===== src/design/utf8_decoder_latin1_fallback_assert.svh =====
// Assertion macros for the UTF-8 decoder with Latin-1 fallback.
`ifndef UTF8_DECODER_LATIN1_FALLBACK_ASSERT_SVH
`define UTF8_DECODER_LATIN1_FALLBACK_ASSERT_SVH
`ifndef ASSERT_OFF
// Checks an implication on every clock edge outside reset.
`define UTF8D_ASSERT(label, prop) \
    label: assert property (@(posedge aclk) disable iff (!aresetn) prop) \
        else $error("utf8 decoder assertion failed");
// Checks that a condition in one cycle leads to another in the next cycle.
`define UTF8D_ASSERT_NEXT(label, ante, cons) \
    label: assert property (@(posedge aclk) disable iff (!aresetn) (ante) |=> (cons)) \
        else $error("utf8 decoder assertion failed");
`else
`define UTF8D_ASSERT(label, prop)
`define UTF8D_ASSERT_NEXT(label, ante, cons)
`endif
`endif


===== src/design/utf8d_pkg.sv =====
// Package with types, constants and helper functions of the UTF-8 decoder.
package utf8d_pkg;

    localparam int BYTE_W     = 8;
    localparam int CP_W       = 21;
    localparam int LEN_W      = 3;
    localparam int PEND_DEPTH = 3;   // a lead plus at most two continuations
    localparam int PCNT_W     = 2;
    localparam int PCODE_W    = 15;  // payload bits of at most three buffered bytes
    localparam int OUT_MAX    = 4;
    localparam int OCNT_W     = 3;
    localparam int OIDX_W     = 2;

    localparam logic [LEN_W-1:0] LEN_BAD  = 3'd0;
    localparam logic [LEN_W-1:0] LEN_ONE  = 3'd1;
    localparam logic [LEN_W-1:0] LEN_TWO  = 3'd2;
    localparam logic [LEN_W-1:0] LEN_FOUR = 3'd4;
    localparam logic [LEN_W-1:0] LEN_THREE = 3'd3;

    typedef struct packed {
        logic [CP_W-1:0]  code_point;
        logic [LEN_W-1:0] byte_length;
        logic             raw_fallback;
    } result_t;

    // Control part of the buffered sequence.
    typedef struct packed {
        logic [PCNT_W-1:0]  count;
        logic [LEN_W-1:0]   need;
        logic [PCODE_W-1:0] code;
    } pend_t;

    // Sequence length a byte announces in lead position; LEN_BAD when it is no lead.
    function automatic logic [LEN_W-1:0] lead_len(input logic [BYTE_W-1:0] b);
        logic [LEN_W-1:0] len;
        len = LEN_BAD;
        if (b[7] == 1'b0) begin
            len = LEN_ONE;
        end else if (b[7:5] == 3'b110) begin
            len = LEN_TWO;
        end else if (b[7:4] == 4'b1110) begin
            len = LEN_THREE;
        end else if (b[7:3] == 5'b11110) begin
            len = LEN_FOUR;
        end
        return len;
    endfunction

    // Payload bits of a multi-byte lead.
    function automatic logic [PCODE_W-1:0] lead_payload(input logic [BYTE_W-1:0] b);
        logic [PCODE_W-1:0] p;
        p = '0;
        if (b[7:5] == 3'b110) begin
            p = {{(PCODE_W-5){1'b0}}, b[4:0]};
        end else if (b[7:4] == 4'b1110) begin
            p = {{(PCODE_W-4){1'b0}}, b[3:0]};
        end else begin
            p = {{(PCODE_W-3){1'b0}}, b[2:0]};
        end
        return p;
    endfunction

    function automatic result_t raw_result(input logic [BYTE_W-1:0] b,
                                           input logic           bad);
        result_t r;
        r.code_point   = {{(CP_W-BYTE_W){1'b0}}, b};
        r.byte_length  = LEN_ONE;
        r.raw_fallback = bad;
        return r;
    endfunction

endpackage


===== src/design/utf8d_decode.sv =====
// Single-pass decode of one byte against the buffered sequence.
module utf8d_decode (
    input  utf8d_pkg::pend_t                        pend,
    input  logic [utf8d_pkg::BYTE_W-1:0]            pbytes [utf8d_pkg::PEND_DEPTH],
    input  logic [utf8d_pkg::BYTE_W-1:0]            in_byte,
    input  logic                                    in_eot,
    output utf8d_pkg::result_t                      results [utf8d_pkg::OUT_MAX],
    output logic [utf8d_pkg::OCNT_W-1:0]            result_count,
    output utf8d_pkg::pend_t                        pend_next,
    output logic [utf8d_pkg::BYTE_W-1:0]            pbytes_next [utf8d_pkg::PEND_DEPTH]
);

    logic [utf8d_pkg::LEN_W-1:0] blen;
    logic                        is_cont;
    logic                        is_lead;
    logic [utf8d_pkg::LEN_W-1:0] filled;
    logic                        seq_done;
    logic                        seq_wait;
    logic                        fresh_has;
    utf8d_pkg::result_t          fresh_res;

    assign blen    = utf8d_pkg::lead_len(in_byte);
    assign is_cont = (in_byte[7:6] == 2'b10);
    assign is_lead = (blen != utf8d_pkg::LEN_BAD) && (blen != utf8d_pkg::LEN_ONE);
    assign filled  = {1'b0, pend.count} + utf8d_pkg::LEN_W'(1);

    // A buffered sequence either completes, keeps waiting, or falls back.
    assign seq_done = (pend.count != '0) && is_cont && (filled == pend.need);
    assign seq_wait = (pend.count != '0) && is_cont && (filled < pend.need) && !in_eot;

    // The new byte decoded on its own; a lead that must wait yields nothing.
    always_comb begin
        fresh_has = 1'b1;
        fresh_res = utf8d_pkg::raw_result(in_byte, 1'b1);
        if (blen == utf8d_pkg::LEN_ONE) begin
            fresh_res = utf8d_pkg::raw_result(in_byte, 1'b0);
        end else if (is_lead && !in_eot) begin
            fresh_has = 1'b0;
        end
    end

    always_comb begin
        for (int i = 0; i < utf8d_pkg::OUT_MAX; i++) begin
            results[i] = fresh_res;
        end
        for (int i = 0; i < utf8d_pkg::PEND_DEPTH; i++) begin
            pbytes_next[i] = pbytes[i];
        end
        result_count = '0;
        pend_next    = '0;

        if (seq_done) begin
            results[0].code_point   = {pend.code, in_byte[5:0]};
            results[0].byte_length  = pend.need;
            results[0].raw_fallback = 1'b0;
            result_count            = utf8d_pkg::OCNT_W'(1);
        end else if (seq_wait) begin
            pend_next.count       = pend.count + utf8d_pkg::PCNT_W'(1);
            pend_next.need        = pend.need;
            pend_next.code        = {pend.code[utf8d_pkg::PCODE_W-7:0], in_byte[5:0]};
            pbytes_next[pend.count] = in_byte;
        end else begin
            // Fallback: every buffered byte comes out raw (the lead is bad now and
            // its continuations are bad leads), then the new byte starts afresh.
            for (int i = 0; i < utf8d_pkg::PEND_DEPTH; i++) begin
                if (i < int'(pend.count)) begin
                    results[i] = utf8d_pkg::raw_result(pbytes[i], 1'b1);
                end
            end
            results[pend.count] = fresh_res;
            result_count = {1'b0, pend.count} + {{(utf8d_pkg::OCNT_W-1){1'b0}}, fresh_has};
            if (!fresh_has) begin
                pend_next.count = utf8d_pkg::PCNT_W'(1);
                pend_next.need  = blen;
                pend_next.code  = utf8d_pkg::lead_payload(in_byte);
                pbytes_next[0]  = in_byte;
            end
        end
    end

endmodule


===== src/design/utf8_decoder_latin1_fallback.sv =====
// Top level of the UTF-8 decoder with Latin-1 fallback.
//
//  channel | direction | tdata                              | tuser        | tlast
//  --------+-----------+------------------------------------+--------------+------------
//  s_      | in        | [7:0] byte_value                   | -            | end_of_text
//  m_      | out       | [20:0] code_point, [23:21] length  | raw_fallback | last_result
//
// Each byte is decoded in the cycle it is accepted into a four-entry result
// register, so plain text runs at one word per cycle. A byte that yields k words
// (a fallback replays up to four) holds that register until all k have left, and
// the next byte is taken in the cycle its last word leaves. Back-pressure on m_
// holds the current word and stalls input until that last word goes. Reset
// (aresetn low, synchronous) empties the sequence buffer and the result register.
`include "utf8_decoder_latin1_fallback_assert.svh"

module utf8_decoder_latin1_fallback (
    input  logic        aclk,
    input  logic        aresetn,
    input  logic        s_tvalid,
    output logic        s_tready,
    input  logic [7:0]  s_tdata,   // [7:0] byte_value
    input  logic        s_tlast,   // end_of_text
    output logic        m_tvalid,
    input  logic        m_tready,
    output logic [23:0] m_tdata,   // [20:0] code_point, [23:21] byte_length
    output logic        m_tuser,   // [0] raw_fallback
    output logic        m_tlast    // last_result
);

    // Buffered sequence: lead plus continuations collected so far.
    utf8d_pkg::pend_t                 pend_reg, pend_next;
    logic [utf8d_pkg::BYTE_W-1:0]     pbytes_reg  [utf8d_pkg::PEND_DEPTH];
    logic [utf8d_pkg::BYTE_W-1:0]     pbytes_next [utf8d_pkg::PEND_DEPTH];

    // Result register: the words of one input byte, sent out in order.
    utf8d_pkg::result_t               res_reg [utf8d_pkg::OUT_MAX];
    utf8d_pkg::result_t               dec_res [utf8d_pkg::OUT_MAX];
    logic [utf8d_pkg::OCNT_W-1:0]     dec_count;
    logic [utf8d_pkg::OCNT_W-1:0]     cnt_reg, cnt_next;
    logic [utf8d_pkg::OIDX_W-1:0]     rd_reg, rd_next;
    utf8d_pkg::result_t               head;

    logic s_fire;
    logic m_fire;

    utf8d_decode u_decode (
        .pend         (pend_reg),
        .pbytes       (pbytes_reg),
        .in_byte      (s_tdata),
        .in_eot       (s_tlast),
        .results      (dec_res),
        .result_count (dec_count),
        .pend_next    (pend_next),
        .pbytes_next  (pbytes_next)
    );

    // A new byte may enter when the result register is empty or its last word
    // is leaving in this cycle.
    assign m_tvalid = (cnt_reg != '0);
    assign m_fire   = m_tvalid && m_tready;
    assign s_tready = (cnt_reg == '0) || ((cnt_reg == utf8d_pkg::OCNT_W'(1)) && m_tready);
    assign s_fire   = s_tvalid && s_tready;

    assign head     = res_reg[rd_reg];
    assign m_tdata  = {head.byte_length, head.code_point};
    assign m_tuser  = head.raw_fallback;
    assign m_tlast  = (cnt_reg == utf8d_pkg::OCNT_W'(1));

    always_comb begin
        cnt_next = cnt_reg;
        rd_next  = rd_reg;
        if (s_fire) begin
            cnt_next = dec_count;
            rd_next  = '0;
        end else if (m_fire) begin
            cnt_next = cnt_reg - utf8d_pkg::OCNT_W'(1);
            rd_next  = rd_reg + utf8d_pkg::OIDX_W'(1);
        end
    end

    always_ff @(posedge aclk) begin
        if (!aresetn) begin
            pend_reg <= '0;
            cnt_reg  <= '0;
            rd_reg   <= '0;
        end else begin
            cnt_reg <= cnt_next;
            rd_reg  <= rd_next;
            if (s_fire) begin
                pend_reg <= pend_next;
            end
        end
    end

    // Payload storage needs no reset.
    always_ff @(posedge aclk) begin
        if (s_fire) begin
            pbytes_reg <= pbytes_next;
            res_reg    <= dec_res;
        end
    end

    // The buffer never holds a finished sequence.
    `UTF8D_ASSERT(a_pend_short, (pend_reg.count != '0) |-> ({1'b0, pend_reg.count} < pend_reg.need))
    // The first buffered byte is always a multi-byte lead.
    `UTF8D_ASSERT(a_pend_lead, (pend_reg.count != '0) |-> (pbytes_reg[0][7:6] == 2'b11))
    // A byte marked as the end of the text leaves the buffer empty.
    `UTF8D_ASSERT_NEXT(a_eot_flush, s_fire && s_tlast, pend_reg.count == '0)

endmodule


===== config.mk =====
export PLATFORM = sky130hd
export DESIGN_NAME = utf8_decoder_latin1_fallback
export DESIGN_NICKNAME = d
export VERILOG_FILES = /design/src/design/utf8d_pkg.sv /design/src/design/utf8d_decode.sv /design/src/design/utf8_decoder_latin1_fallback.sv
export VERILOG_INCLUDE_DIRS = /design/src /design/src/design
export SDC_FILE = /design/constraint.sdc
export NUM_CORES = 1
export LEC_CHECK = 0
export BUFFER_PORTS_ARGS = -buffer_cell sky130_fd_sc_hd__buf_2
export CAP_MARGIN = 20
export CORE_MARGIN = 1
export CORE_UTILIZATION = 45
export DETAILED_ROUTE_END_ITERATION = 8
export REMOVE_ABC_BUFFERS = 1
export SLEW_MARGIN = 20
export SYNTH_ARGS = -nofsm -noshare
export SYNTH_HDL_FRONTEND = slang
export SYNTH_HIERARCHICAL = 1
export SYNTH_SLANG_ARGS = --single-unit

===== constraint.sdc =====
create_clock -name aclk -period 2.55 [get_ports aclk]
set_input_delay 0.765 -clock aclk [delete_from_list [all_inputs] [get_ports aclk]]
set_output_delay 0.765 -clock aclk [all_outputs]
set_load 0.01 [all_outputs]

==> flow_summary.yaml <==
status:
  status: "finished, final reports clean"
finish:
  nets: 591
  area_growth_pct: 14.3
  largest_register_ffs: 100
  diodes: 0
  drive_above_1_share: 0.313
sta:
  min_period_ps: 2500
  min_period_over_period: 0.982
  max_freq_mhz: 399
  rsz0062_at_grt: "true"
  skew_ps: 6.84
  worst_slack_ps: 46.4
  setup_violations: 0
  drv_slew: 0
  setup_tns_ps: 0
  hold_viol: 0
setup_path:
  end_kind: "flop"
  start_kind: "flop"
  cp_max_fo: 8
  crit_slowest_cell: "mux2_2"
  critical_path_cell_count: 10
  cp.required_ps: 2720
  arrival_ps: 2670
  reg2reg_depth: 10
  startpoint: "pend_reg[18]"
  r2r_start: "pend_reg[18]"
  r2r_slack_ps: 50
  path_class: "reg2reg"
  r2r-end: "pbytes_reg[8]"
  path_buf_inv: 4
  critPathCapture: "pbytes_reg[8]"
  cp_cell_sequence: "inv_1 -> ha_1 -> ha_1 -> nor2b_1 -> o21ai_1 -> buf_4 -> buf_4 -> and4_1 -> buf_6 -> mux2_2"
  cpLargestDelayFamily: "adder cells"
  critPathMaxStageDelay_ps: 340
route:
  wirelength_um: 12900
  drtPass1Iterations: 4
  drt.antenna.violating_nets: 0
  vias: 3828
  post-route-drc-count: 0
  via_per_inst: 4.85
  drt-wirelength-per-cell_um: 16.4
  drt_iter0_markers: 223
yosys:
  async_flop_share: 0
  synth.most_common_cell: "edfxtp_1"
  ys.flop_type: "edfxtp_1"
  syn_area_um2: 7070
  syn_inst: 507
  ys_types: 52
  synth_largest_area_cell: "edfxtp_1"
  synthTopCellsByCount: "124 x edfxtp_1, 67 x nand2_1, 59 x buf_4, 31 x mux2_2"
  synth_top_area_frac: 0.527
  synth_edf_count: 124
  yosys_warnings: 6
  ys_seq_area_frac: 0.598
  ys_ff_latch: 149
  syn_avg_cell_area_um2: 13.9
  post_synth_main_area_contributors: "edfxtp_1 53%, mux4_2 8.0%, dfxtp_1 7.1%, buf_4 6.3%, mux2_2 4.9%"
floorplanning:
  start_util: 0.463
  io_pins: 41
  die_x_um: 127
  core_um2: 15300
  die-area_um2: 16200
  rows: 45
  die_h_um: 127
pwr:
  power.density_nw_per_um2: 982
  clkPwrFrac: 0.289
  comb_power_share: 0.253
  peakVddDrop_uv: 700
  switching_share: 0.287
  p_int_w: 0.00565
  p_sw_w: 0.00228
  cellLeakagePower_nw: 2.96
  power_frac_seq: 0.458
grt:
  first_global_vias: 3943
  overflow: 0
  grt_pass1_wl_um: 21100
  grt_max_degree: 70
  grt_usage: 0.176
  grt_antenna_before_repair: 0
place:
  hpwlAfterDp_um: 8240
  place_ws_ps: -99.7
  io_buffers: 40
  gp_congestion: 0.830
cts:
  clk_latency_ps: 420
  cts_made_buffers: 17
  clk_path_buf_depth: 2
  htree_levels: 4
  clock-sinks: 149
  cts_tree: "yes"
  root_buffer: "clkbuf_16"
  cts.reportedPaths.clkPinSlew_ps: 60
min_path:
  hp-class: "reg2reg"
flow_run:
  maxCapViolCount: 0
[layout by cell type (no fill, tap or decap), types with 9 or more instances in the layout]
master and count:
mux2_2 31, nand2_1 67, conb_1 48, a21boi_0 16
mux4_2 25, a21oi_1 9, edfxtp_1 124, clkbuf_16 18
buf_4 28, nor2_1 9, ha_1 12, and3_1 11
inv_1 11, buf_2 40, and2_1 17, dfxtp_1 22
[cell families after synthesis]
| group | synth area share |
|---|---|
| fa+ha+maj | 0.0212 |
| flops | 0.598 |
| buf+inv | 0.0896 |
| compound gates | 0.0535 |
| mux | 0.132 |
| simple gates | 0.103 |
| xor+xnor | 0.00248 |
| other cells | 0.00106 |
[how the worst min path moves through the flow]
stage / start / to / slack [ps] / depth (start not counted)
final: pend_reg[9] / pend_reg[9] / 460 / 2
after CTS: pend_reg[11] / pend_reg[11] / 460 / 2
after detailed placement: pend_reg[14] / pend_reg[14] / 460 / 2
after global routing: pend_reg[10] / pend_reg[10] / 480 / 2
after floorplan: pend_reg[10] / pend_reg[10] / 440 / 2
after global placement: pend_reg[11] / pend_reg[11] / 450 / 2
[metrics by stage]
stage          hold WS, ps  instances  utilization  total power, W  area (um2)
3_3_place_gp           450        754        0.487         0.00567        7440
3_5_place_dp           456        754        0.487         0.00573        7440
4_1_cts                465        788        0.525         0.00805        8020
5_1_grt                484        790        0.529         0.00838        8080
2_1_floorplan          439        469            -         0.00495        6650
6_report               460        790        0.529         0.00793        8080
[layer usage]
layer	wire length, um	global-route usage	vias up	part of all wire
li1	-	-	1866	-
met1	5840	0.222	1881	0.45
met2	6450	0.293	62	0.50
met3	431	0.0436	19	0.033
met4	213	0.0707	0	0.016
met5	0	0	-	0
[tightest hold or removal path: stages (launching register included)]
cell	delay [ps]
dfxtp_1	310
nand2_1	50
a21boi_1	50
[cell type report]
| class | instances | area (um2) |
|---|---|---|
| Fill cell | 1302 | 7180 |
| Clock inverter | 11 | 70.1 |
| Sequential cell | 149 | 4230 |
| Tap cell | 211 | 264 |
| Timing Repair Buffer | 78 | 584 |
| Inverter | 12 | 47.5 |
| Multi-Input combinational cell | 308 | 2410 |
| Clock buffer | 21 | 472 |
[power by group through the flow]
stage | Clock [W] | Combinational (W) | Sequential, W
floorplan | 0 | 0.00123 | 0.00372
global placement | 0 | 0.00201 | 0.00366
detailed placement | 0 | 0.00204 | 0.00369
CTS | 0.00235 | 0.00205 | 0.00365
global route | 0.00245 | 0.00222 | 0.00370
finish | 0.00229 | 0.00201 | 0.00363
[timing repair]
action / 4_1_cts / 5_1_grt
setup endpoints to repair: 21 / 40
hold endpoints to repair: 0 / 0
buffers inserted: 2 / 2
resized for setup: 4 / 9
hold buffers: 0 / 0
pin swaps: 1 / 3
Power figures use the tool's default switching activity.
